===== config.mk =====
export PLATFORM = sky130hd
export DESIGN_NAME = satl_queue
export DESIGN_NICKNAME = d
export VERILOG_FILES = /design/src/hdl/set_assoc_cache_tag_lookup_assert.svh /design/src/hdl/satl_pkg.sv /design/src/hdl/satl_queue.sv
export SDC_FILE = /design/constraint.sdc
export NUM_CORES = 1
export LEC_CHECK = 0
export BUFFER_PORTS_ARGS = -buffer_cell sky130_fd_sc_hd__buf_4
export CAP_MARGIN = 20
export CORE_UTILIZATION = 25
export DETAILED_ROUTE_END_ITERATION = 8
export GPL_TIMING_DRIVEN = 0
export PLACE_DENSITY = 0.51
export SYNTH_ARGS = -nofsm -noshare
export SYNTH_HDL_FRONTEND = slang
export SYNTH_SLANG_ARGS = --single-unit

===== constraint.sdc =====
create_clock -name clk -period 8.1 [get_ports clk]
set_clock_uncertainty 0.15 [all_clocks]
set_input_delay 0.405 -clock clk [delete_from_list [all_inputs] [get_ports clk]]
set_output_delay 0.405 -clock clk [all_outputs]
set_load 0.005 [all_outputs]

===== src/hdl/set_assoc_cache_tag_lookup_assert.svh =====
// ----------------------------------------------------------------------------
// Assertion macros for the cache tag lookup block
// Concurrent checks, compiled out when NO_ASSERTIONS is defined.
// ----------------------------------------------------------------------------
`ifndef SET_ASSOC_CACHE_TAG_LOOKUP_ASSERT_SVH
`define SET_ASSOC_CACHE_TAG_LOOKUP_ASSERT_SVH
`ifndef NO_ASSERTIONS
`define SATL_ASSERT_SAME(lbl, ck, rn, ante, cons, msg) \
    lbl: assert property (@(posedge ck) disable iff (!rn) (ante) |-> (cons)) \
        else $error(msg);
`define SATL_ASSERT_NEXT(lbl, ck, rn, ante, cons, msg) \
    lbl: assert property (@(posedge ck) disable iff (!rn) (ante) |=> (cons)) \
        else $error(msg);
`else
`define SATL_ASSERT_SAME(lbl, ck, rn, ante, cons, msg)
`define SATL_ASSERT_NEXT(lbl, ck, rn, ante, cons, msg)
`endif
`endif


===== src/hdl/satl_pkg.sv =====
// ----------------------------------------------------------------------------
// satl_pkg
// Shared constants, codes and types of the cache tag lookup block.
// ----------------------------------------------------------------------------
package satl_pkg;

    localparam int TOTAL_LINES = 64;
    localparam int LINE_BYTES  = 64;

    localparam int LINE_W     = $clog2(TOTAL_LINES);
    localparam int OFF_W      = $clog2(LINE_BYTES);
    localparam int ADDR_W     = 64;
    localparam int TAG_W      = ADDR_W - OFF_W;
    localparam int WAYLOG_W   = $clog2(LINE_W + 1);
    localparam int TIME_W     = 32;
    localparam int CNT_W      = 32;
    localparam int TOT_W      = 64;
    localparam int WAY_OUT_W  = 6;
    localparam int POL_W      = 2;
    localparam int MODE_W     = 3;
    localparam int CFG_IDX_W  = 2;
    localparam int CFG_DATA_W = 3;

    localparam logic [CFG_IDX_W-1:0] CFG_REPLACE_POLICY = 2'd0;
    localparam logic [CFG_IDX_W-1:0] CFG_ASSOC_MODE     = 2'd1;

    localparam logic [POL_W-1:0] POL_LRU = 2'd0;
    localparam logic [POL_W-1:0] POL_LFU = 2'd1;
    localparam logic [POL_W-1:0] POL_RR  = 2'd2;

    localparam logic [MODE_W-1:0] MODE_DIRECT = 3'd0;
    localparam logic [MODE_W-1:0] MODE_2WAY   = 3'd1;
    localparam logic [MODE_W-1:0] MODE_4WAY   = 3'd2;
    localparam logic [MODE_W-1:0] MODE_8WAY   = 3'd3;

    // classified access, as handed from front to back
    typedef struct packed {
        logic [TAG_W-1:0]  tag;
        logic [LINE_W-1:0] set_idx;
        logic [LINE_W-1:0] base;
        logic [LINE_W-1:0] way_last;
        logic [TIME_W-1:0] now;
    } item_t;

    typedef struct packed {
        logic [TAG_W-1:0]  tag;
        logic [TIME_W-1:0] last_use;
        logic [CNT_W-1:0]  use_count;
    } entry_t;

    typedef struct packed {
        logic full;
        logic empty;
    } q_stat_t;

    typedef struct packed {
        logic busy;
        logic load;
    } back_stat_t;

endpackage


===== src/hdl/satl_queue.sv =====
// ----------------------------------------------------------------------------
// satl_queue
// Two-entry queue of classified accesses between front and back.
// ----------------------------------------------------------------------------
module satl_queue import satl_pkg::*; (
    input  logic    clk,
    input  logic    rst_n,
    input  logic    push,
    input  item_t   push_item,
    input  logic    pop,
    output item_t   pop_item,
    output q_stat_t q_stat
);

    item_t       slot_reg [2];
    logic        wr_ptr_reg;
    logic        rd_ptr_reg;
    logic [1:0]  count_reg;

    always_ff @(posedge clk)
    begin
        if (push)
            slot_reg[wr_ptr_reg] <= push_item;
    end

    always_ff @(posedge clk or negedge rst_n)
    begin
        if (!rst_n)
        begin
            wr_ptr_reg <= 1'b0;
            rd_ptr_reg <= 1'b0;
            count_reg  <= 2'd0;
        end
        else
        begin
            if (push)
                wr_ptr_reg <= !wr_ptr_reg;
            if (pop)
                rd_ptr_reg <= !rd_ptr_reg;
            count_reg <= count_reg + 2'(push) - 2'(pop);
        end
    end

    assign pop_item     = slot_reg[rd_ptr_reg];
    assign q_stat.full  = count_reg == 2'd2;
    assign q_stat.empty = count_reg == 2'd0;

endmodule


# == Word-level counts from Yosys, hierarchy flattened ==
# Memory sizes are Yosys's and may differ from the RTL's.
# Index checks and enable logic that the tools add are counted.
# word_totals
ramBits,216
reg_bits,4
inputBits,112
mem_count,1
latch_bits,0
mem_bits_ro,0
output_inout_bits,110
# memory_table
name,words,word_bits,read_ports,rd_ports_with_merged_regs,write_ports,line,source
slot_reg,2,108,1,0,1,satl_queue.sv:15,item_t slot_reg [2];
# classes
multipliers,0
n_reduce_logical,3
n_bitwise,0
div_mod_pow,0
shifts,0
n_eq_ne,1
magnitude_cmp,0
n_addsub,2
mux,2
# ops
operator,n
$add A2 B1 Y2,1
$eq A2 B2 Y1 const B,1
$logic_not A1 Y1,2
$logic_not A2 Y1,1
$mux W1,2
$sub A2 B1 Y2,1

# == Longest topological paths before layout ==
# logic_depth
depth_word,2
mapped_depth,5
mapped_depth_nobuf,5

# == Least setup slack after synthesis ==
# Ideal clock, no wire load.
# synth_timing
path_kind,reg2reg
start,register wr_ptr_reg
end,memory slot_reg[0][0] (netlist bit) (enable)
period_less_slack_ns,5.919
arrival_time_ns,5.180
n_path_buf,0
path_stages_with_launch,2
required_time_ns,7.361
slack_ns,2.181
setup_ns,0.589
path_cell_list,dfrtp_1 nor2b_1
# synth_lines
element,line,source
"start, declared",satl_queue.sv:16,logic wr_ptr_reg;
"start signal, assigned",satl_queue.sv:37,wr_ptr_reg <= !wr_ptr_reg;
"end, declared",satl_queue.sv:15,
# No word-level cell before the write port.

==> results.json <==
{
  "ys_warn_count": 0,
  "switchingPower_uw": 970,
  "status": "completed",
  "grt_start_max_net_pins": 58,
  "dr.pass1.iters": 4,
  "ir_drop_mv": 0.175,
  "die_area_um2": 32800,
  "syn_avg_cell_area_um2": 22.8,
  "root_buffer": "clkbuf_16",
  "clk_pin_slew_ps": 50,
  "p_int_uw": 2800,
  "register_area_um2": 6590,
  "synth_nets": 465,
  "dieWidth_um": 181,
  "fillers": 2927,
  "clk-insertion-delay-late_ps": 500,
  "setup_viol": 0,
  "portBuffers": 221,
  "yosysSeqAreaShare_pct": 82.2,
  "maxCapViolations": 0,
  "rsz0062_at_grt": "false",
  "largest_reg_flops": 216,
  "globalRoute.totalOverflow": 0,
  "grt_pass1_wl_mm": 26.9,
  "grt_pass1_vias": 5018,
  "place_hpwl_mm": 11.7,
  "post_dp_cell_area_um2": 10300,
  "core_um2": 31600,
  "power_density_nw_per_um2": 310,
  "cts.sinks": 220,
  "finalCritPeriodShare_pct": 30.3,
  "required_ps": 7550,
  "h-tree-depth": 1,
  "power_uw": 3770,
  "share_seq_of_total_power_pct": 41.4,
  "cp.arrival_ps": 1900,
  "max_clock_freq_mhz": 407,
  "finalMaxSlewViolations": 0,
  "worst_slew_pin_slew_ps": 806,
  "fp.dieH_um": 181,
  "place_congestion": 0.657,
  "syn_area_um2": 8020,
  "clock_path_buffers": 3,
  "ctsResizeCount": 0,
  "fin_nets": 828,
  "final_cell_mix": "buf_4, edfxtp_1, dlygate4sd3_1",
  "synth-seq-cells": 220,
  "fin_tns_setup_ps": 0,
  "drive_gt1_share_pct": 52.0,
  "cts_made_buffers": 25,
  "crit_fanout": 10,
  "hold_viol_final": 0,
  "slew_headroom_pct": 46.3,
  "layout_commonest_cell": "buf_4",
  "startpoint_type": "register",
  "synth_cell_types": 13,
  "power_frac_comb_pct": 30.9,
  "routed_via_density": 3.95,
  "synth_cells": 351,
  "design_area_um2": 12100,
  "min_period_ps": 2450,
  "start_util_pct": 25.4,
  "first_iter_violations": 169,
  "wl_per_cell_um": 15.5,
  "antenna_found_initial": 2,
  "antenna_left": 0,
  "cts_tree": "done",
  "p_leak_uw": 0.00459,
  "rows": 65,
  "clockPowerShare_pct": 27.7,
  "drc": 0,
  "stdcell_count": 1134,
  "cp-end-kind": "output port",
  "multi_input_area_um2": 1350,
  "placed_cells": 978,
  "grtUsageTotal_pct": 10.5,
  "routed_wl_mm": 17.6,
  "hp-class": "in -> async",
  "area_growth_pct": 51.6,
  "criticalPathCategory": "reg -> out",
  "vias": 4481,
  "ioPinCount": 222,
  "swShare_pct": 25.8,
  "cts_setup_buffers": 0
}
cell type report:
class                   instances  area share (%)
plain buffers                  12           0.649
diodes                          1          0.0206
clock buffers                  31            5.34
inverters                       2          0.0618
clock inverters                13           0.917
well taps                     402            4.14
flip-flops and latches        220            54.2
repair buffers                336            23.5
multi-input cells             117            11.1
power groups by stage:
stage | clock network, µW | registers [µW] | logic [µW]
global placement | 0 | 1630 | 1100
CTS | 1080 | 1560 | 1200
finish | 1040 | 1560 | 1160
global route | 1130 | 1580 | 1260
floorplan | 0 | 1600 | 558
detailed placement | 0 | 1580 | 1150
metrics by stage:
stage / hold slack (ps) / util [%] / worst slack [ps]
detailed placement: 55.8 / 32.6 / 5860
floorplan: -40.6 / - / 2180
finish: 77.4 / 38.5 / 5650
CTS: 56.7 / 38.5 / 5580
global route: 66.4 / 38.5 / 5560
global placement: 53.6 / 32.3 / -690
synthesized netlist by cell type (all sizes together):
cell | instances | area share, %
edfxtp | 216 | 81
mux2 | 108 | 16
buf | 12 | 0.98
dfrtp | 4 | 1.2
ha | 2 | 0.31
inv | 2 | 0.094
nor2b | 2 | 0.16
xor2 | 2 | 0.22
and2 | 1 | 0.078
nor2 | 1 | 0.047
xor3 | 1 | 0.30
routing by layer:
metal  track usage, %  part of all wire [%]
met5                0                     0
met4             3.22                   2.8
met3             2.94                   6.0
met2             18.8                    51
met1             12.1                    40
what timing repair did:
item                                    CTS  global route
hold buffers                            111             0
hold endpoints to repair                222             0
endpoints found under the setup margin    0             0
logic make-up (layout without fill, tap and decap cells):
family	after synthesis	in the layout	synth area share (%)
DFF	220	220	82.2
muxes	108	108	15.6
buffers and inverters	14	394	1.08
and+or+nand+nor	4	4	0.281
xor gates and xnor gates	3	3	0.515
adders and majority gates	2	2	0.312
other	0	1	0
final timing paths:
check | start | end | slack [ps] | cells after the start
min in group clk | wr_ptr_reg$_DFFE_PN0P_ | wr_ptr_reg$_DFFE_PN0P_ | 400 | 1
min | rst_n | wr_ptr_reg$_DFFE_PN0P_ | 80 | 2
max reg2reg | wr_ptr_reg$_DFFE_PN0P_ | slot_reg[0][36]$_DFFE_PP_ | 6030 | 3
max | rd_ptr_reg$_DFFE_PN0P_ | pop_item[97] | 5650 | 5
max in group asynchronous | rst_n | count_reg[0]$_DFF_PN0_ | 7620 | 2
min reg2reg | wr_ptr_reg$_DFFE_PN0P_ | wr_ptr_reg$_DFFE_PN0P_ | 400 | 1
worst max-delay path: stages (launching register included):
cell	delay (ps)
dfrtp_1	330
buf_6	190
buf_6	190
buf_6	200
mux2_4	320
buf_4	140
(Power assumes the default switching activity.)
