--- src/hdl/set_assoc_cache_tag_lookup_assert.svh ---
// ----------------------------------------------------------------------------
// Assertion macros for the cache tag lookup block
// Concurrent checks, compiled out when NO_ASSERTIONS is defined.
// ----------------------------------------------------------------------------
`ifndef SET_ASSOC_CACHE_TAG_LOOKUP_ASSERT_SVH
`define SET_ASSOC_CACHE_TAG_LOOKUP_ASSERT_SVH
`ifndef NO_ASSERTIONS
`define SATL_ASSERT_SAME(lbl, ck, rn, ante, cons, msg) \
    lbl: assert property (@(posedge ck) disable iff (!rn) (ante) |-> (cons)) \
        else $error(msg);
`define SATL_ASSERT_NEXT(lbl, ck, rn, ante, cons, msg) \
    lbl: assert property (@(posedge ck) disable iff (!rn) (ante) |=> (cons)) \
        else $error(msg);
`else
`define SATL_ASSERT_SAME(lbl, ck, rn, ante, cons, msg)
`define SATL_ASSERT_NEXT(lbl, ck, rn, ante, cons, msg)
`endif
`endif

--- src/hdl/satl_pkg.sv ---
// ----------------------------------------------------------------------------
// satl_pkg
// Shared constants, codes and types of the cache tag lookup block.
// ----------------------------------------------------------------------------
package satl_pkg;

    localparam int TOTAL_LINES = 64;
    localparam int LINE_BYTES  = 64;

    localparam int LINE_W     = $clog2(TOTAL_LINES);
    localparam int OFF_W      = $clog2(LINE_BYTES);
    localparam int ADDR_W     = 64;
    localparam int TAG_W      = ADDR_W - OFF_W;
    localparam int WAYLOG_W   = $clog2(LINE_W + 1);
    localparam int TIME_W     = 32;
    localparam int CNT_W      = 32;
    localparam int TOT_W      = 64;
    localparam int WAY_OUT_W  = 6;
    localparam int POL_W      = 2;
    localparam int MODE_W     = 3;
    localparam int CFG_IDX_W  = 2;
    localparam int CFG_DATA_W = 3;

    localparam logic [CFG_IDX_W-1:0] CFG_REPLACE_POLICY = 2'd0;
    localparam logic [CFG_IDX_W-1:0] CFG_ASSOC_MODE     = 2'd1;

    localparam logic [POL_W-1:0] POL_LRU = 2'd0;
    localparam logic [POL_W-1:0] POL_LFU = 2'd1;
    localparam logic [POL_W-1:0] POL_RR  = 2'd2;

    localparam logic [MODE_W-1:0] MODE_DIRECT = 3'd0;
    localparam logic [MODE_W-1:0] MODE_2WAY   = 3'd1;
    localparam logic [MODE_W-1:0] MODE_4WAY   = 3'd2;
    localparam logic [MODE_W-1:0] MODE_8WAY   = 3'd3;

    // classified access, as handed from front to back
    typedef struct packed {
        logic [TAG_W-1:0]  tag;
        logic [LINE_W-1:0] set_idx;
        logic [LINE_W-1:0] base;
        logic [LINE_W-1:0] way_last;
        logic [TIME_W-1:0] now;
    } item_t;

    typedef struct packed {
        logic [TAG_W-1:0]  tag;
        logic [TIME_W-1:0] last_use;
        logic [CNT_W-1:0]  use_count;
    } entry_t;

    typedef struct packed {
        logic full;
        logic empty;
    } q_stat_t;

    typedef struct packed {
        logic busy;
        logic load;
    } back_stat_t;

endpackage

--- src/hdl/satl_req_if.sv ---
// ----------------------------------------------------------------------------
// satl_req_if
// Access request channel: byte address and time stamp.
// ----------------------------------------------------------------------------
interface satl_req_if import satl_pkg::*; ();
    logic              valid;
    logic              ready;
    logic [ADDR_W-1:0] byte_address;
    logic [TIME_W-1:0] access_time;

    modport source (output valid, output byte_address, output access_time, input ready);
    modport sink   (input valid, input byte_address, input access_time, output ready);
endinterface

--- src/hdl/satl_cfg_if.sv ---
// ----------------------------------------------------------------------------
// satl_cfg_if
// Configuration register write channel.
// ----------------------------------------------------------------------------
interface satl_cfg_if import satl_pkg::*; ();
    logic                  valid;
    logic                  ready;
    logic [CFG_IDX_W-1:0]  index;
    logic [CFG_DATA_W-1:0] data;

    modport source (output valid, output index, output data, input ready);
    modport sink   (input valid, input index, input data, output ready);
endinterface

--- src/hdl/satl_front.sv ---
// ----------------------------------------------------------------------------
// satl_front
// Holds the configuration and splits each address into set and tag.
// ----------------------------------------------------------------------------
module satl_front import satl_pkg::*; (
    input  logic             clk,
    input  logic             rst_n,
    satl_req_if.sink         req,
    satl_cfg_if.sink         cfg,
    input  q_stat_t          q_stat,
    output logic             push,
    output item_t            push_item,
    output logic [POL_W-1:0] policy
);

    logic [POL_W-1:0]    policy_reg;
    logic [MODE_W-1:0]   mode_reg;
    logic [WAYLOG_W-1:0] ways_log2;
    logic [WAYLOG_W-1:0] idx_bits;
    logic [6:0]          shamt;
    logic [LINE_W-1:0]   set_mask;
    logic [LINE_W-1:0]   set_idx;
    logic [ADDR_W-1:0]   tag_full;

    assign cfg.ready = 1'b1;

    always_ff @(posedge clk or negedge rst_n)
    begin
        if (!rst_n)
        begin
            policy_reg <= POL_RR;
            mode_reg   <= MODE_DIRECT;
        end
        else if (cfg.valid)
        begin
            case (cfg.index)
                CFG_REPLACE_POLICY: policy_reg <= cfg.data[POL_W-1:0];
                CFG_ASSOC_MODE:     mode_reg   <= cfg.data;
                default:            ;
            endcase
        end
    end

    // unknown modes act as fully associative
    always_comb
    begin
        case (mode_reg)
            MODE_DIRECT: ways_log2 = WAYLOG_W'(0);
            MODE_2WAY:   ways_log2 = WAYLOG_W'(1);
            MODE_4WAY:   ways_log2 = WAYLOG_W'(2);
            MODE_8WAY:   ways_log2 = WAYLOG_W'(3);
            default:     ways_log2 = WAYLOG_W'(LINE_W);
        endcase
    end

    assign idx_bits = WAYLOG_W'(LINE_W) - ways_log2;
    assign shamt    = 7'(OFF_W) + 7'(idx_bits);
    assign set_mask = ~({LINE_W{1'b1}} << idx_bits);
    assign set_idx  = LINE_W'(req.byte_address >> OFF_W) & set_mask;
    assign tag_full = req.byte_address >> shamt;

    assign push_item.tag      = tag_full[TAG_W-1:0];
    assign push_item.set_idx  = set_idx;
    assign push_item.base     = set_idx << ways_log2;
    assign push_item.way_last = ~({LINE_W{1'b1}} << ways_log2);
    assign push_item.now      = req.access_time;

    assign req.ready = !q_stat.full;
    assign push      = req.valid && !q_stat.full;
    assign policy    = policy_reg;

endmodule

--- src/flat_wrapper.sv ---
// flat-port wrapper written by rule: the top's interface ports become plain ports
module satl_front_flat import satl_pkg::*;
  (clk, rst_n, q_stat, push, push_item, policy, req_valid, req_byte_address, req_access_time, req_ready, cfg_valid, cfg_index, cfg_data, cfg_ready);
  satl_req_if req_i ();
  satl_cfg_if cfg_i ();
  input  logic clk;
  input  logic rst_n;
  input  q_stat_t q_stat;
  output logic push;
  output item_t push_item;
  output logic [POL_W-1:0] policy;
  input wire logic [$bits(req_i.valid)-1:0] req_valid;
  input wire logic [$bits(req_i.byte_address)-1:0] req_byte_address;
  input wire logic [$bits(req_i.access_time)-1:0] req_access_time;
  output wire logic [$bits(req_i.ready)-1:0] req_ready;
  input wire logic [$bits(cfg_i.valid)-1:0] cfg_valid;
  input wire logic [$bits(cfg_i.index)-1:0] cfg_index;
  input wire logic [$bits(cfg_i.data)-1:0] cfg_data;
  output wire logic [$bits(cfg_i.ready)-1:0] cfg_ready;
  assign req_i.valid = req_valid;
  assign req_i.byte_address = req_byte_address;
  assign req_i.access_time = req_access_time;
  assign req_ready = req_i.ready;
  assign cfg_i.valid = cfg_valid;
  assign cfg_i.index = cfg_index;
  assign cfg_i.data = cfg_data;
  assign cfg_ready = cfg_i.ready;
  satl_front u_core (.clk(clk), .rst_n(rst_n), .req(req_i), .cfg(cfg_i), .q_stat(q_stat), .push(push), .push_item(push_item), .policy(policy));
endmodule
--- config.mk ---
export PLATFORM = sky130hd
export DESIGN_NAME = satl_front_flat
export DESIGN_NICKNAME = d
export VERILOG_FILES = /design/src/hdl/set_assoc_cache_tag_lookup_assert.svh /design/src/hdl/satl_pkg.sv /design/src/hdl/satl_req_if.sv /design/src/hdl/satl_cfg_if.sv /design/src/hdl/satl_front.sv /design/src/flat_wrapper.sv
export SDC_FILE = /design/constraint.sdc
export NUM_CORES = 1
export LEC_CHECK = 0
export ABC_AREA = 1
export BUFFER_PORTS_ARGS = -buffer_cell sky130_fd_sc_hd__buf_2
export CAP_MARGIN = 10
export CORE_AREA = 2 2 85 87
export CTS_CLUSTER_SIZE = 10
export DETAILED_ROUTE_END_ITERATION = 8
export DIE_AREA = 0 0 87 89
export PLACE_DENSITY = 0.87
export REMOVE_ABC_BUFFERS = 1
export SLEW_MARGIN = 0
export SYNTH_ARGS = -nofsm -noshare
export SYNTH_HDL_FRONTEND = slang
export SYNTH_SLANG_ARGS = --single-unit
--- constraint.sdc ---
create_clock -name clk -period 4.1 [get_ports clk]
set_input_delay 0.82 -clock clk [delete_from_list [all_inputs] [get_ports clk]]
set_output_delay 0.82 -clock clk [all_outputs]
set_load 0.005 [all_outputs]
; Yosys cells after proc, flatten, opt, wreduce, memory -nomap -nowiden
; Index checks and enable logic that the tools add are counted.
[totals]
out_inout_bits = 113
wordCells = 22
register_bits = 5
[op_classes]
bitwise = 3
n_mux = 1
add_sub_neg = 2
n_shift = 4
eq_ne = 4
reduce_logical = 6
[op_table]
columns = op, n
row1 = $shr A64 B7 Y58, 1
row2 = $not A6 Y6, 2
row3 = $pmux W3 S4, 1
row4 = $shl A6 B3 Y6 const A, 2
row5 = $and A6 B6 Y6, 1
row6 = $eq A3 B2 Y1 const B, 2
row7 = $shl A6 B3 Y6, 1
row8 = $add A3 B3 Y4 const A, 1
row9 = $reduce_and A2 Y1, 2
row10 = $eq A3 B1 Y1 const B, 1
row11 = $logic_not A3 Y1, 1
row12 = $sub A3 B3 Y3 const A, 1
row13 = $eq A2 B1 Y1 const B, 1
row14 = $logic_not A2 Y1, 1
row15 = $logic_and A1 B1 Y1, 1
row16 = $logic_not A1 Y1, 1

; Logic depth before layout (Yosys ltp)
; Gate-level depths: netlist of the first run.
[logic_depth]
word_depth = 7
ltp_mapped = 12
ltp_nobuf = 8

; Worst setup path after synthesis of the first run
; OpenSTA, ideal clock, no wires.
[synth_path]
path_type = register to output
from = register u_core.mode_reg[2]
to = output push_item[50] (netlist name)
slack_ps = 1360
t_required_ps = 3280
n_path_buf = 5
arrival_ps = 1920
path_stages_with_launch = 13
cell_sequence = dfrtp_1 buf_4 inv_4 nand2_2 buf_4 ha_1 buf_2 inv_1 buf_2 buf_2 nand3_1 nand3_1 nand2_1
[synth_rtl]
columns = element, line
row1 = from (decl), satl_front.sv:17  ; logic [MODE_W-1:0] mode_reg;
row2 = from (signal assigned), satl_front.sv:38  ; CFG_ASSOC_MODE: mode_reg <= cfg.data;
row3 = to (decl), flat_wrapper.sv:10  ; output item_t push_item;

==> impl_metrics.prom, run 1 <==
# TYPE chip_impl_metric gauge
chip_impl_metric{name="die_x",unit="um"} 87
chip_impl_metric{name="vdd.ir_drop.worst",unit="mV"} 0.3392
chip_impl_metric{name="maxCapViolCount",unit=""} 0
chip_impl_metric{name="globalRouteTotalUtil",unit="%"} 26.30
chip_impl_metric{name="fraction_of_power_spent_switching_nets",unit="%"} 57.04
chip_impl_metric{name="worstPathRequired",unit="ns"} 3.28
chip_impl_info{name="timing.critical_path.from_type",value="register"} 1
chip_impl_metric{name="design.final.nets",unit=""} 732
chip_impl_metric{name="cts_setup_buffers",unit=""} 0
chip_impl_metric{name="number_of_cells_in_the_finished_layout_apart_from_fillers",unit=""} 703
chip_impl_metric{name="synth-seq-cells",unit=""} 5
chip_impl_metric{name="starting_density_of_the_core",unit="%"} 41.42
chip_impl_metric{name="areaGrowthSynthToFinish",unit="%"} 14.61
chip_impl_metric{name="whs",unit="ns"} 0.4047
chip_impl_metric{name="synth.distinct_cells",unit=""} 23
chip_impl_metric{name="grt.overflow.total",unit=""} 0
chip_impl_metric{name="gp_routability_congestion",unit=""} 0.8853
chip_impl_info{name="timing.critical_path.to_type",value="output port"} 1
chip_impl_metric{name="drt.antenna.violating_nets",unit=""} 0
chip_impl_metric{name="total_switching_power",unit="uW"} 768.6
chip_impl_metric{name="area_of_the_die",unit="um2"} 7743
chip_impl_metric{name="drtIter0Drc",unit=""} 442
chip_impl_metric{name="core_area",unit="um2"} 6719
chip_impl_metric{name="syn_inst",unit=""} 546
chip_impl_info{name="commonest_cells_after_routing_fill_and_taps_aside",value="nand3_1 (276), buf_2 (147), nand2_1 (135), inv_1 (14), nor2_1 (13)"} 1
chip_impl_info{name="type_of_the_most_critical_hold_path",value="input pin to asynchronous set/reset pin"} 1
chip_impl_metric{name="largest_register_ffs",unit=""} 3
chip_impl_info{name="crit_path_kind",value="register to output port"} 1
chip_impl_metric{name="grt_start_max_net_pins",unit=""} 64
chip_impl_metric{name="finalCriticalPeriod",unit="ns"} 3.541
chip_impl_metric{name="arrival",unit="ns"} 2.72
chip_impl_metric{name="final_core_util",unit="%"} 47.47
chip_impl_metric{name="placement.io_buffers",unit=""} 147
chip_impl_metric{name="die_y",unit="um"} 89
chip_impl_metric{name="hpwl",unit="um"} 8394
chip_impl_metric{name="slew_violations",unit=""} 0
chip_impl_metric{name="finalSetupViolations",unit=""} 0
chip_impl_metric{name="avgRoutedWirePerCell",unit="um"} 15.35
chip_impl_metric{name="post_cts_resized",unit=""} 0
chip_impl_metric{name="comb_power_share",unit="%"} 87.1
chip_impl_metric{name="count_of_clock_tree_sinks",unit=""} 5
chip_impl_metric{name="setup-tns-final",unit="ns"} 0
chip_impl_metric{name="grt_antenna_before_repair",unit=""} 0
chip_impl_metric{name="relative_slew_slack",unit="%"} 35.36
chip_impl_metric{name="post_synth_instance_area",unit="um2"} 2783
chip_impl_metric{name="timing.final.crit_share",unit="%"} 86.37
chip_impl_metric{name="vias_in_the_first_global_route",unit=""} 3397
chip_impl_metric{name="grt_pass1_wl",unit="um"} 16470
chip_impl_metric{name="post_route_cells_drive_above_1_share",unit="%"} 26.65
chip_impl_metric{name="clock_skew",unit="ns"} 0
chip_impl_metric{name="placed_cells_incl_taps",unit=""} 699
chip_impl_metric{name="max_slew.worst_pin.slew",unit="ns"} 0.9682
chip_impl_metric{name="detail_route.vias_per_cell",unit=""} 5.908
chip_impl_metric{name="power_density",unit="nW/um2"} 422.5
chip_impl_metric{name="worstPathMaxFanout",unit=""} 32
chip_impl_metric{name="timing.fmax",unit="MHz"} 282.4
chip_impl_metric{name="final.fill_count",unit=""} 725
chip_impl_metric{name="rows",unit=""} 30
chip_impl_metric{name="p_total",unit="mW"} 1.348
chip_impl_info{name="status",value="finished clean"} 1
chip_impl_metric{name="routed-via-count",unit=""} 4153
chip_impl_metric{name="clkLatencyLatePin",unit="ns"} 0.22
chip_impl_info{name="setup_repair_after_global_routing_missed_its_margin",value="false"} 1
chip_impl_metric{name="clkTransAtPathRegs",unit="ns"} 0.04
chip_impl_info{name="tritoncts",value="built"} 1
chip_impl_metric{name="drt_drc_violations_left",unit=""} 0
chip_impl_metric{name="p_leak",unit="nW"} 1.846
chip_impl_metric{name="cts_hold_buf",unit=""} 0
chip_impl_metric{name="clock_power_share",unit="%"} 6.7
chip_impl_metric{name="tritoncts.num_buffers",unit=""} 3
chip_impl_metric{name="design.portCount",unit=""} 220
chip_impl_metric{name="detail_route.first_pass.iterations",unit=""} 5
chip_impl_metric{name="max-clock-path-buffers",unit=""} 2
chip_impl_metric{name="finalHoldViolations",unit=""} 0
chip_impl_metric{name="avgSynthCellArea",unit="um2"} 5.096
chip_impl_info{name="layout_commonest_cell",value="nand3_1"} 1
chip_impl_info{name="clock-root-buffer",value="clkbuf_8"} 1
chip_impl_metric{name="antenna_cells",unit=""} 0
chip_impl_metric{name="ys.warnings.count",unit=""} 0
chip_impl_metric{name="internal-power",unit="uW"} 578.9
chip_impl_metric{name="postRouteWirelength",unit="um"} 10790
chip_impl_metric{name="htree_levels",unit=""} 1
chip_impl_metric{name="relative_contribution_of_sequential_cells_to_total_power",unit="%"} 6.2
chip_impl_metric{name="ys_seq_area_share",unit="%"} 4.541
-- path summary, 6_finish.rpt --
path | to | cells past startpoint | slack, ns | from
worst max-delay path | push_item[104] | 7 | 0.56 | u_core.mode_reg[0]
worst min-delay path | u_core.mode_reg[2] | 1 | 0.40 | rst_n
worst max register to register | u_core.mode_reg[0] | 3 | 2.72 | u_core.mode_reg[0]
worst min register to register | u_core.policy[1] | 2 | 0.49 | u_core.policy[1]
max in group asynchronous | u_core.policy[1] | 1 | 3.48 | rst_n
min in group clk | u_core.policy[1] | 2 | 0.49 | u_core.policy[1]
-- cells by family (layout without fill, tap and decap cells) --
family / Yosys count / count (layout) / synth area share [%]
other: 1 / 1 / 0.1348
flip-flops: 5 / 5 / 4.542
AO/OA/AOI/OAI: 11 / 11 / 1.978
buffers and inverters: 97 / 174 / 21.31
adder cells (fa/ha/maj): 1 / 1 / 0.4496
AND/OR/NAND/NOR: 431 / 431 / 71.58
-- layer usage --
layer	share of wire (%)	global-route usage [%]
met5	0.50	6.494
met4	2.2	6.250
met3	18	15.88
met2	40	36.64
met1	40	33.77
-- Yosys cell counts, drive strengths merged --
| cell | n | area (um2) |
|---|---|---|
| nand4 | 2 | 12.51 |
| o21ai | 10 | 50.04 |
| dfrtp | 4 | 100.1 |
| nand3 | 276 | 1381 |
| dfstp | 1 | 26.28 |
| nor2 | 16 | 77.58 |
| ha | 1 | 12.51 |
| a21oi | 1 | 5.000 |
| buf | 70 | 489.2 |
| inv | 16 | 62.56 |
| nand2 | 136 | 513.0 |
| nand3b | 1 | 7.510 |
| clkbuf | 11 | 41.29 |
| conb | 1 | 3.750 |
-- power by group through the flow --
stage	registers, mW	clock network [mW]	logic (mW)
after CTS	0.0825	0.0926	1.17
after floorplan	0.0873	0	0.682
after global routing	0.0851	0.0973	1.32
after global placement	0.0828	0	1.16
after detailed placement	0.0828	0	1.16
final	0.0837	0.0908	1.17
-- stage by stage --
step	setup WS (ns)	area (um2)
after floorplan	-1.541	2252
after global placement	0.8736	3144
after detailed placement	0.8694	3144
after CTS	0.6250	3189
after global routing	0.3693	3189
final	0.5589	3189
-- final cells by class --
type | instances | area, um2 | area share (%)
flip-flops and latches | 5 | 127.6 | 4.002
multi-input cells | 444 | 2066 | 64.77
clock buffers | 4 | 45.04 | 1.412
inverters | 16 | 62.56 | 1.962
repair buffers | 154 | 788.3 | 24.72
well taps | 80 | 100.1 | 3.138
-- critical path, cell delays in order, from the launching register on --
cell	delay (ns)
dfrtp_2	0.73
nand2_2	0.12
ha_2	0.73
buf_4	0.43
nand3_1	0.14
nand2_1	0.11
nor2_1	0.04
buf_2	0.18
No activity file was read; power rests on OpenSTA's default activity.
==> run 2, diff against run 1 <==
Settings changed: CORE_AREA 2 2 85 87 to 2 2 86 88, DIE_AREA 0 0 87 89 to 0 0 88 90, PLACE_DENSITY 0.87 to 0.85.
Clock period 4.1 ns to 3.9 ns, I/O delays scaled along.
==> impl_metrics.prom, run 2 (same netlist as run 1, synthesis figures left out) <==
# TYPE chip_impl_metric gauge
chip_impl_info{name="status",value="finished clean"} 1
chip_impl_metric{name="routed-via-count",unit=""} 4162
chip_impl_metric{name="finalHoldViolations",unit=""} 0
chip_impl_metric{name="vdd.ir_drop.worst",unit="mV"} 0.2496
chip_impl_metric{name="worstPathRequired",unit="ns"} 3.12
chip_impl_info{name="critical_path_startpoint",value="u_core.mode_reg[0]"} 1
chip_impl_metric{name="rr_worst_depth",unit=""} 3
chip_impl_metric{name="final_critical_path_setup_slack",unit="ns"} 0.8323
chip_impl_metric{name="gp_routability_congestion",unit=""} 0.8305
chip_impl_metric{name="final_design_area_no_fill",unit="um2"} 3228
chip_impl_info{name="tritoncts",value="built"} 1
chip_impl_metric{name="final_core_util",unit="%"} 45.98
chip_impl_metric{name="clock_skew",unit="ns"} 0
chip_impl_metric{name="placed_cells_incl_taps",unit=""} 720
chip_impl_metric{name="core_area",unit="um2"} 7020
chip_impl_metric{name="area_of_the_die",unit="um2"} 7920
chip_impl_metric{name="cts_setup_buffers",unit=""} 0
chip_impl_metric{name="post_route_cells_drive_above_1_share",unit="%"} 26.88
chip_impl_metric{name="worst-path-buf-inv",unit=""} 2
chip_impl_info{name="layout_commonest_cell",value="nand3_1"} 1
chip_impl_metric{name="post_cts_resized",unit=""} 0
chip_impl_metric{name="drtIter0Drc",unit=""} 405
chip_impl_info{name="timing.critical_path.to_type",value="output port"} 1
chip_impl_metric{name="p_total",unit="mW"} 1.420
chip_impl_metric{name="die_x",unit="um"} 88
chip_impl_metric{name="grt_start_max_net_pins",unit=""} 64
chip_impl_info{name="r2r-start",value="u_core.mode_reg[2]"} 1
chip_impl_metric{name="number_of_cells_in_the_finished_layout_apart_from_fillers",unit=""} 724
chip_impl_metric{name="timing.final.crit_share",unit="%"} 78.66
chip_impl_metric{name="tritoncts.num_buffers",unit=""} 3
chip_impl_metric{name="grt_pass1_wl",unit="um"} 15660
chip_impl_metric{name="detail_route.first_pass.iterations",unit=""} 5
chip_impl_info{name="commonest_cells_after_routing_fill_and_taps_aside",value="nand3_1 (276), buf_2 (147), nand2_1 (135), inv_1 (13), nor2_1 (13)"} 1
chip_impl_metric{name="power_density",unit="nW/um2"} 439.9
chip_impl_metric{name="avgRoutedWirePerCell",unit="um"} 14.15
chip_impl_metric{name="clkLatencyLatePin",unit="ns"} 0.22
chip_impl_metric{name="maxCapViolCount",unit=""} 0
chip_impl_metric{name="areaGrowthSynthToFinish",unit="%"} 16.01
chip_impl_info{name="cp_slowest_cell",value="dfrtp_2"} 1
chip_impl_metric{name="p_leak",unit="nW"} 1.850
chip_impl_metric{name="antenna_cells",unit=""} 0
chip_impl_info{name="clock-root-buffer",value="clkbuf_8"} 1
chip_impl_info{name="type_of_the_most_critical_hold_path",value="input pin to asynchronous set/reset pin"} 1
chip_impl_metric{name="finalCriticalPeriod",unit="ns"} 3.068
chip_impl_metric{name="design.portCount",unit=""} 220
chip_impl_metric{name="starting_density_of_the_core",unit="%"} 39.64
chip_impl_metric{name="finalSetupViolations",unit=""} 0
chip_impl_info{name="cp_top_family",value="simple AND/OR/NAND/NOR gates"} 1
chip_impl_metric{name="clkTransAtPathRegs",unit="ns"} 0.04
chip_impl_metric{name="drt_drc_violations_left",unit=""} 0
chip_impl_metric{name="grt_antenna_before_repair",unit=""} 0
chip_impl_metric{name="rows",unit=""} 31
chip_impl_info{name="setup_repair_after_global_routing_missed_its_margin",value="false"} 1
chip_impl_metric{name="die_y",unit="um"} 90
chip_impl_metric{name="max_stage_delay",unit="ns"} 0.72
chip_impl_metric{name="detail_route.vias_per_cell",unit=""} 5.749
chip_impl_info{name="rr_endpoint",value="u_core.mode_reg[2]"} 1
chip_impl_metric{name="grt.overflow.total",unit=""} 0
chip_impl_metric{name="vias_in_the_first_global_route",unit=""} 3423
chip_impl_metric{name="cts_hold_buf",unit=""} 0
chip_impl_info{name="timing.critical_path.from_type",value="register"} 1
chip_impl_metric{name="relative_slew_slack",unit="%"} 58.39
chip_impl_metric{name="count_of_clock_tree_sinks",unit=""} 5
chip_impl_metric{name="htree_levels",unit=""} 1
chip_impl_metric{name="timing.fmax",unit="MHz"} 326.0
chip_impl_metric{name="max_slew.worst_pin.slew",unit="ns"} 0.6241
chip_impl_metric{name="arrival",unit="ns"} 2.29
chip_impl_metric{name="max-clock-path-buffers",unit=""} 2
chip_impl_metric{name="placedInstanceArea",unit="um2"} 3183
chip_impl_metric{name="worstPathMaxFanout",unit=""} 37
chip_impl_metric{name="globalRouteTotalUtil",unit="%"} 23.48
chip_impl_metric{name="postRouteWirelength",unit="um"} 10240
chip_impl_info{name="crit_path_kind",value="register to output port"} 1
chip_impl_metric{name="slew_violations",unit=""} 0
chip_impl_metric{name="placement.io_buffers",unit=""} 147
chip_impl_metric{name="largest_register_ffs",unit=""} 3
chip_impl_metric{name="r2r_setup_slack",unit="ns"} 2.51
chip_impl_info{name="crit_path_cell_trace",value="nor2_2 > nor2_4 > buf_4 > nand3_1 > nand2_1 > buf_2"} 1
chip_impl_metric{name="preCtsSetupSlack",unit="ns"} 1.085
chip_impl_metric{name="hpwl",unit="um"} 7776
chip_impl_metric{name="design.final.nets",unit=""} 734
chip_impl_metric{name="drt.antenna.violating_nets",unit=""} 0
run 2: report_power, final:
part | leakage, nW | total, mW | internal, mW | switching [mW]
Combinational | 1.77 | 1.23 | 0.482 | 0.753
Clock | 0.0228 | 0.0972 | 0.0703 | 0.0269
Sequential | 0.0575 | 0.0881 | 0.0617 | 0.0265
Total | 1.85 | 1.42 | 0.614 | 0.806
run 2: final cells by class:
type / count / area, um2
Inverter: 16 / 62.56
Multi-Input combinational cell: 444 / 2066
Clock buffer: 4 / 45.04
Fill cell: 792 / 3792
Sequential cell: 5 / 127.6
Tap cell: 99 / 123.9
Timing Repair Buffer: 156 / 803.3
run 2: worst max-delay path by stage:
stage	slack (ns)	endpoint	depth (start not counted)
floorplan	-1.70	push_item[100]	6
global placement	1.07	push_item[78]	6
detailed placement	1.09	push_item[56]	6
CTS	0.84	push_item[56]	6
global route	0.64	push_item[62]	6
finish	0.83	push_item[78]	6
run 2: worst reg2reg max path, stage by stage, from the launching register on:
cell,delay [ns]
dfrtp_1,0.52
inv_4,0.11
buf_4,0.48
a21oi_1,0.14
run 2: routing by layer:
layer	routed length [um]	share of wire [%]	GRT usage, %	up-vias
met5	44	0.43	6.294	-
met2	4320	42	34.09	308
met1	4414	43	32.54	1839
met4	54	0.53	3.590	2
li1	-	-	-	2000
met3	1408	14	9.550	13
run 2: per-stage QoR:
step | TNS, ns | hold WS (ns)
CTS | 0 | 0.3658
floorplan | -98.88 | 0.4758
global placement | 0 | 0.4735
detailed placement | 0 | 0.4815
global route | 0 | 0.3758
finish | 0 | 0.3672
==> run 3, diff against run 2 <==
Clock period 3.9 ns to 3.1 ns, I/O delays scaled along.
==> impl_metrics.prom, run 3 (same netlist as run 1, synthesis figures left out) <==
# TYPE chip_impl_metric gauge
chip_impl_info{name="status",value="finished clean"} 1
chip_impl_metric{name="grt_antenna_before_repair",unit=""} 0
chip_impl_metric{name="post_cts_resized",unit=""} 0
chip_impl_metric{name="power_density",unit="nW/um2"} 553.1
chip_impl_metric{name="finalHoldViolations",unit=""} 0
chip_impl_metric{name="preCtsSetupSlack",unit="ns"} 0.5373
chip_impl_metric{name="clkTransAtPathRegs",unit="ns"} 0.04
chip_impl_metric{name="timing.fmax",unit="MHz"} 349.8
chip_impl_metric{name="max-clock-path-buffers",unit=""} 2
chip_impl_metric{name="die_x",unit="um"} 88
chip_impl_metric{name="starting_density_of_the_core",unit="%"} 39.64
chip_impl_metric{name="multi_input_gate_area_in_the_final_layout",unit="um2"} 2066
chip_impl_metric{name="cts_setup_buffers",unit=""} 0
chip_impl_metric{name="placedInstanceArea",unit="um2"} 3183
chip_impl_info{name="layout_commonest_cell",value="nand3_1"} 1
chip_impl_metric{name="placement.io_buffers",unit=""} 147
chip_impl_metric{name="max_stage_delay",unit="ns"} 0.71
chip_impl_metric{name="areaGrowthSynthToFinish",unit="%"} 16.01
chip_impl_metric{name="clkLatencyLatePin",unit="ns"} 0.22
chip_impl_metric{name="post_route_cells_drive_above_1_share",unit="%"} 26.88
chip_impl_metric{name="p_leak",unit="nW"} 1.850
chip_impl_metric{name="worst-path-buf-inv",unit=""} 2
chip_impl_metric{name="grt_start_max_net_pins",unit=""} 64
chip_impl_metric{name="postRouteWirelength",unit="um"} 10090
chip_impl_metric{name="relative_slew_slack",unit="%"} 33.96
chip_impl_metric{name="drt.antenna.violating_nets",unit=""} 0
chip_impl_metric{name="clock_skew",unit="ns"} 0
chip_impl_metric{name="timing.final.crit_share",unit="%"} 92.21
chip_impl_metric{name="globalRouteTotalUtil",unit="%"} 23.30
chip_impl_metric{name="routed-via-count",unit=""} 4157
chip_impl_metric{name="max_slew.worst_pin.slew",unit="ns"} 0.9891
chip_impl_info{name="timing.critical_path.to_type",value="output port"} 1
chip_impl_metric{name="area_of_the_die",unit="um2"} 7920
chip_impl_metric{name="worstPathRequired",unit="ns"} 2.48
chip_impl_metric{name="maxCapViolCount",unit=""} 0
chip_impl_metric{name="detail_route.vias_per_cell",unit=""} 5.742
chip_impl_metric{name="arrival",unit="ns"} 2.24
chip_impl_metric{name="whs",unit="ns"} 0.2022
chip_impl_metric{name="antenna_cells",unit=""} 0
chip_impl_metric{name="grt.overflow.total",unit=""} 0
chip_impl_metric{name="design.portCount",unit=""} 220
chip_impl_metric{name="tritoncts.num_buffers",unit=""} 3
chip_impl_metric{name="vdd.ir_drop.worst",unit="mV"} 0.4254
chip_impl_info{name="commonest_cells_after_routing_fill_and_taps_aside",value="nand3_1 (276), buf_2 (147), nand2_1 (135), inv_1 (13), nor2_1 (13)"} 1
chip_impl_info{name="crit_path_kind",value="register to output port"} 1
chip_impl_metric{name="count_of_clock_tree_sinks",unit=""} 5
chip_impl_metric{name="detail_route.first_pass.iterations",unit=""} 5
chip_impl_metric{name="p_total",unit="mW"} 1.785
chip_impl_metric{name="final_critical_path_setup_slack",unit="ns"} 0.2415
chip_impl_metric{name="finalCriticalPeriod",unit="ns"} 2.858
chip_impl_metric{name="drtIter0Drc",unit=""} 410
chip_impl_metric{name="rows",unit=""} 31
chip_impl_metric{name="sequential_cell_area",unit="um2"} 127.6
chip_impl_info{name="clock-root-buffer",value="clkbuf_8"} 1
chip_impl_metric{name="final_core_util",unit="%"} 45.98
chip_impl_metric{name="avgRoutedWirePerCell",unit="um"} 13.94
chip_impl_metric{name="htree_levels",unit=""} 1
chip_impl_metric{name="gp_routability_congestion",unit=""} 0.8240
chip_impl_info{name="cp_slowest_cell",value="inv_2"} 1
chip_impl_metric{name="slew_violations",unit=""} 0
chip_impl_info{name="cp_top_family",value="buffers and inverters"} 1
chip_impl_info{name="crit_path_cell_trace",value="nor2_4 > nor2_4 > inv_2 > nand3_1 > nand2_1 > buf_2"} 1
chip_impl_metric{name="final.fill_count",unit=""} 777
chip_impl_info{name="tritoncts",value="built"} 1
chip_impl_metric{name="design.final.nets",unit=""} 734
chip_impl_metric{name="largest_register_ffs",unit=""} 3
chip_impl_info{name="type_of_the_most_critical_hold_path",value="input pin to asynchronous set/reset pin"} 1
chip_impl_metric{name="die_y",unit="um"} 90
chip_impl_metric{name="drt_drc_violations_left",unit=""} 0
chip_impl_metric{name="vias_in_the_first_global_route",unit=""} 3263
chip_impl_metric{name="worstPathMaxFanout",unit=""} 57
chip_impl_info{name="setup_repair_after_global_routing_missed_its_margin",value="false"} 1
chip_impl_metric{name="grt_pass1_wl",unit="um"} 15460
chip_impl_metric{name="core_area",unit="um2"} 7020
chip_impl_metric{name="final_design_area_no_fill",unit="um2"} 3228
chip_impl_info{name="timing.critical_path.from_type",value="register"} 1
chip_impl_metric{name="hpwl",unit="um"} 7632
chip_impl_metric{name="finalSetupViolations",unit=""} 0
chip_impl_metric{name="cts_hold_buf",unit=""} 0
chip_impl_info{name="critPathMostFrequentCell",value="nor2_4"} 1
## run 3: layout make-up
type	count	share of cell area, %
multi-input combinational	444	63.99
timing repair buffer	156	24.88
sequential	5	3.953
tap	99	3.837
inverter	16	1.938
clock buffer	4	1.395
## run 3: metal layers
layer | global-route usage [%] | part of all wire [%] | up-vias
met5 | 6.294 | 0.44 | -
li1 | - | - | 2011
met2 | 32.58 | 41 | 289
met1 | 32.65 | 44 | 1838
met4 | 4.103 | 1.3 | 2
met3 | 10.28 | 14 | 17
## run 3: final timing paths
check	slack (ns)	endpoint	depth (start not counted)	startpoint
min in group clk	0.49	u_core.policy[1]	2	u_core.policy[1]
hold / removal	0.20	u_core.policy[0]	1	rst_n
setup reg to reg	1.72	u_core.mode_reg[2]	3	u_core.mode_reg[2]
setup / recovery	0.24	push_item[74]	6	u_core.mode_reg[2]
max in group asynchronous	2.68	u_core.policy[1]	1	rst_n
hold reg to reg	0.49	u_core.policy[1]	2	u_core.policy[1]
## run 3: worst reg2reg max path, cell delays in order (launching register included)
cell,delay (ns)
dfrtp_1,0.51
inv_4,0.10
buf_4,0.48
a21oi_1,0.13
## run 3: metrics by stage
step	cells	TNS (ns)
floorplan	465	-136.69
global placement	720	0
detailed placement	720	0
CTS	724	0
global route	724	0
finish	724	0
## run 3: power by group
group / total, mW / internal [mW] / switching, mW
sequential: 0.0943 / 0.0779 / 0.0164
clock: 0.123 / 0.0885 / 0.0348
combinational: 1.57 / 0.605 / 0.963
total: 1.79 / 0.771 / 1.01
